### src/design/bir_div.sv
`timescale 1ns / 1ps
// Restoring divider, one quotient bit per cycle.
module bir_div #(
  parameter int NW = 31,
  parameter int DW = 9
) (
  input  logic          clk,
  input  logic          rst,
  input  logic          start,
  input  logic [NW-1:0] dividend,
  input  logic [DW-1:0] divisor,
  output logic          done,
  output logic [NW-1:0] quotient
);

  localparam int CW = $clog2(NW + 1);

  logic [DW:0]   rem;
  logic [DW:0]   rem_sh;
  logic [DW-1:0] dvs;
  logic [CW-1:0] cnt;
  logic          run;

  assign rem_sh = {rem[DW-1:0], quotient[NW-1]};

  always_ff @(posedge clk) begin
    if (rst) begin
      run  <= 1'b0;
      done <= 1'b0;
      cnt  <= '0;
    end else begin
      done <= 1'b0;
      if (start) begin
        run <= 1'b1;
        cnt <= '0;
      end else if (run) begin
        cnt <= cnt + 1'b1;
        if (cnt == CW'(NW - 1)) begin
          run  <= 1'b0;
          done <= 1'b1;
        end
      end
    end
  end

  always_ff @(posedge clk) begin
    if (start) begin
      rem      <= '0;
      quotient <= dividend;
      dvs      <= divisor;
    end else if (run) begin
      if (rem_sh >= {1'b0, dvs}) begin
        rem      <= rem_sh - {1'b0, dvs};
        quotient <= {quotient[NW-2:0], 1'b1};
      end else begin
        rem      <= rem_sh;
        quotient <= {quotient[NW-2:0], 1'b0};
      end
    end
  end

endmodule

### config.mk
export PLATFORM = sky130hd
export DESIGN_NAME = bir_div
export DESIGN_NICKNAME = d
export VERILOG_FILES = /design/src/design/bir_div.sv
export SDC_FILE = /design/constraint.sdc
export NUM_CORES = 1
export LEC_CHECK = 0
export ABC_AREA = 1
export BUFFER_PORTS_ARGS = -buffer_cell sky130_fd_sc_hd__buf_2
export CAP_MARGIN = 20
export CORE_MARGIN = 2
export CORE_UTILIZATION = 47
export DETAILED_ROUTE_END_ITERATION = 8
export PLACE_DENSITY = 0.86
export SLEW_MARGIN = 30
export SYNTH_ARGS = -nofsm -noshare
export SYNTH_HDL_FRONTEND = slang
export SYNTH_SLANG_ARGS = --single-unit
### constraint.sdc
create_clock -name clk -period 1.7 [get_ports clk]
set_input_delay 0.34 -clock clk [delete_from_list [all_inputs] [get_ports clk]]
set_output_delay 0.34 -clock clk [all_outputs]
set_load 0.1 [all_outputs]
# Yosys cells after proc, flatten, opt, wreduce, memory -nomap -nowiden
# Cells that the tools add are included.
# totals
romBits,0
input_bits,43
ram_bits,0
n_memories,0
latchBits,0
wordCells,22
out_inout_bits,32
register_bits,56
# op_classes
order_cmp,1
mux,8
n_eq_ne,1
n_reduce_logical,3
n_div,0
shift,0
add_sub_neg,2
bitwise,1
multipliers,0
# ops
op,n
31-bit two-way mux,2
10-bit by 9-bit >= comparator with 1-bit output,1
9-bit two-way mux,1
9-bit subtractor,1
"5-bit by 1-bit adder with 5-bit output, second input constant",1
"5-bit equality test, second input constant",1
1-bit two-way mux,5
3-bit OR reduction,1
2-bit nonzero test,1
2-bit OR reduction,1
1-bit inverter,1

# Longest topological paths before layout
# depth
word_depth,4
depth_mapped,13
depth_no_buf,13

# Worst setup path before layout
# OpenSTA, ideal clock, no wires.
# synth_timing
path_type,reg2reg
startpoint,register quotient[30]
endpoint,"register quotient[0], data pin"
setup_time_ns,0.261
stages_incl_launch_ff,12
t_required_ns,1.439
n_path_buf,1
period_less_slack_ns,2.314
path_slack_ns,-0.614
arrival_ns,2.053
cell_sequence,edfxtp_1 inv_1 ha_1 inv_1 fa_1 nand2_1 nand2_2 nand3_2 nand2_2 nand2_2 buf_6 a31oi_1
# synth_between
elab_chain_cells,4
# synth_rtl
element,line_no,source
"start, declared",13,output logic [NW-1:0] quotient
"start signal, assigned",49,quotient <= dividend;
"start signal, assigned",54,"quotient <= {quotient[NW-2:0], 1'b1};"
"start signal, assigned",57,"quotient <= {quotient[NW-2:0], 1'b0};"
10-bit by 9-bit >= comparator with 1-bit output,52,"if (rem_sh >= {1'b0, dvs}) begin"
1-bit two-way mux,52,
31-bit two-way mux,51,end else if (run) begin
31-bit two-way mux,47,if (start) begin
# No other way between the ends. The select of a mux whose other input is x is not followed.
# A chain may end at the register's enable or synchronous reset.

# Worst setup path after layout
# layout_timing
startpoint,register quotient[30]
endpoint,register rem[7]
# layout_between
elab_chain_cells,2
word_cells_on_any_way,3
classes_between,1 x add/sub; 1 x order compare; 1 x mux
# layout_rtl
element,line_no,source
9-bit subtractor or 10-bit by 9-bit >= comparator with 1-bit output (tied branches),"53, 52",
9-bit two-way mux *,52,
"end signal, assigned",53,"rem <= rem_sh - {1'b0, dvs};"
"end signal, assigned",56,rem <= rem_sh;
"end, declared",18,logic [DW:0] rem;
# Every way passes the cells marked *; elsewhere a longest branch is shown, timed or not.

==> run summary <==
Worst Setup End Kind -> flip-flop
fin area -> 3530 sq um
post-route setup slack -> -0.114 ns
Main synth FF type -> edfxtp_1
largest area contributor in the netlist -> edfxtp_1
Die Span Y -> 81.2 microns
worst skew pair latency -> 0.31 ns
largest net degree at the start of global routing -> 34
flops & latches, synth -> 56
Tmin final -> 1.81 ns
total vias in the final route -> 2,438
failing checks -> setup timing
P_leak -> 1.80 nW
Detailed Place HPWL -> 4.65 mm
Tot Pwr -> 3.44 mW
final hold viol count -> 0
Post-Place Cells -> 475
synthesized area -> 2800 sq um
most common cell in the netlist -> nand2_1
CP Class -> flip-flop to flip-flop
initial antenna violation count -> 0
ANT nets after route -> 0
nets -> 469
Seq/Total Area, Yosys -> 0.543
Slew Limit Headroom -> 0.648
P&R area growth vs syn -> 25.9%
H-tree depth -> 2
period utilization -> 1.07
final non-filler cell total -> 490
clock skew -> 0.0160 ns
Area contributors post-synth -> edfxtp_1 (43%), nand2_1 (20%), dfxtp_1 (11%)
CP max FO -> 7
worst hold margin -> 0.195 ns
DR vias/cell -> 4.98
# diodes -> 0
Residual DRC -> 0
GRT Util Overall -> 0.209
worst vdd ir -> 654 uV
Yosys warning count -> 0
Setup violations, final -> 10
RSZ-0062 raised after global routing -> true
1st-iter DRT viols -> 110
Worst EP required -> 1.96 ns
grt ovf -> 0
Reg clk slew, reported paths -> 0.10 ns
I/O pin count -> 75
die area -> 6590 sq um
Final Slew Violations -> 0
CTS root buf -> clkbuf_8
status -> complete, but fails checks
Hold Path Class -> input pin to flip-flop
Cell Area, Placed -> 3290 sq um
Post-Syn Nets -> 381
Synth top area share -> 0.429
Post-Route WL -> 6.46 mm
DRT Pass-1 Iters -> 4
worst path arrival time -> 2.08 ns
CTS buffer count -> 5
number of global-route vias before repair -> 2,360
pwr dens -> 976 nW/um^2
global-route wire length before repair -> 10.6 mm
fmax -> 551 MHz
Rows -> 28
routability cong. -> 0.878
Clock Path Buffers -> 2
TritonCTS clock tree -> yes
CP Launch Type -> flip-flop
Post-Synthesis Cells -> 326
ys async rst share -> 0
sum of negative setup slack -> -0.978 ns
syn_area_per_cell -> 8.59 sq um
Tightest Pin Transition -> 0.528 ns
count of different cell masters after synthesis -> 30
Post-synth top cells -> nand2_1 (152), edfxtp_1 (40), inv_1 (27), nand3_1 (17), dfxtp_1 (16)
share of cells above drive strength 1 -> 0.292
Sink Count -> 56
core area -> 5850 sq um
routed len/inst -> 13.2 microns
number of synthesized flops with an enable pin -> 40
starting density of the core -> 0.479
Die Wd -> 81.2 microns
Port Buffers -> 74
maxcap violations -> 0
## report_power, final
part / switching (mW) / total, mW / leakage, nW / internal (mW)
clock: 0.422 / 0.718 / 0.0424 / 0.296
combinational: 0.837 / 1.07 / 1.22 / 0.237
sequential: 0.0632 / 1.65 / 0.536 / 1.59
## worst max-delay path, cell delays in order (launching register included)
cell      delay [ns]
edfxtp_1        0.42
inv_2           0.11
ha_4            0.13
inv_2           0.04
fa_2            0.34
nand2_2         0.09
nand2_4         0.07
nand3_4         0.08
nand2_4         0.08
nand2_8         0.10
nand2_4         0.08
nand2_1         0.08
nand3_1         0.07
nand2_1         0.06
## per-layer routing
layer	routed length, microns	global-route usage
met3	386	0.0444
met5	0	0
met2	3100	0.352
met4	116	0.0712
met1	2860	0.267
## cell usage in the layout, fill, tap and decap left out, types with 2 or more instances in the layout
cell	netlist	routed
inv_2	3	5
buf_2	2	73
nand3_1	17	14
a31oi_1	2	2
nand3_2	1	3
nand2_2	4	6
inv_1	27	25
nor3_1	3	3
nand2_1	152	146
clkbuf_1	4	2
ha_1	11	10
nand2_4	0	5
nor2_1	12	12
edfxtp_1	40	40
clkbuf_8	0	5
nand3b_1	9	9
buf_4	1	15
xnor2_1	2	2
a21oi_1	7	7
dfxtp_1	16	16
## state kept, by name, summed over array words and instances (netlist names)
register  cells
rem           9
quotient     31
done          1
cnt           5
dvs           9
run           1
## final timing paths
check / endpoint / startpoint / slack (ns) / cells after the start
worst min-delay path: run / rst / 0.19 / 2
worst max-delay path: rem[7] / quotient[30] / -0.11 / 13
worst min register to register: cnt[4] / cnt[4] / 0.47 / 1
worst max register to register: rem[7] / quotient[30] / -0.11 / 13
## cell families after synthesis
kind of cell,synth area share
simple gates,0.308
xor+xnor,0.00938
fa+ha+maj,0.0563
buf+inv,0.0598
compound gates,0.0232
flops,0.543
## per-stage QoR
step                setup slack, ns   util
floorplan                    -0.585      -
global placement             -0.157  0.563
detailed placement           -0.263  0.563
CTS                         -0.0857  0.591
global route                 -0.246  0.603
finish                       -0.114  0.603
## repair_timing
item	CTS	global route
gates resized for setup	11	13
hold buffers	0	0
pin swaps	3	4
buffers inserted	3	2
endpoints found under the setup margin	10	10
cloned	2	0
## area by class of cell
| cell class | count | area (sq um) |
|---|---|---|
| clock buffer | 7 | 76.3 |
| clock inverter | 1 | 8.76 |
| fill | 479 | 2320 |
| inverter | 31 | 116 |
| multi-input combinational | 231 | 1220 |
| sequential | 56 | 1520 |
| tap | 75 | 93.8 |
| timing repair buffer | 89 | 489 |
Power figures use the tool's default switching activity.
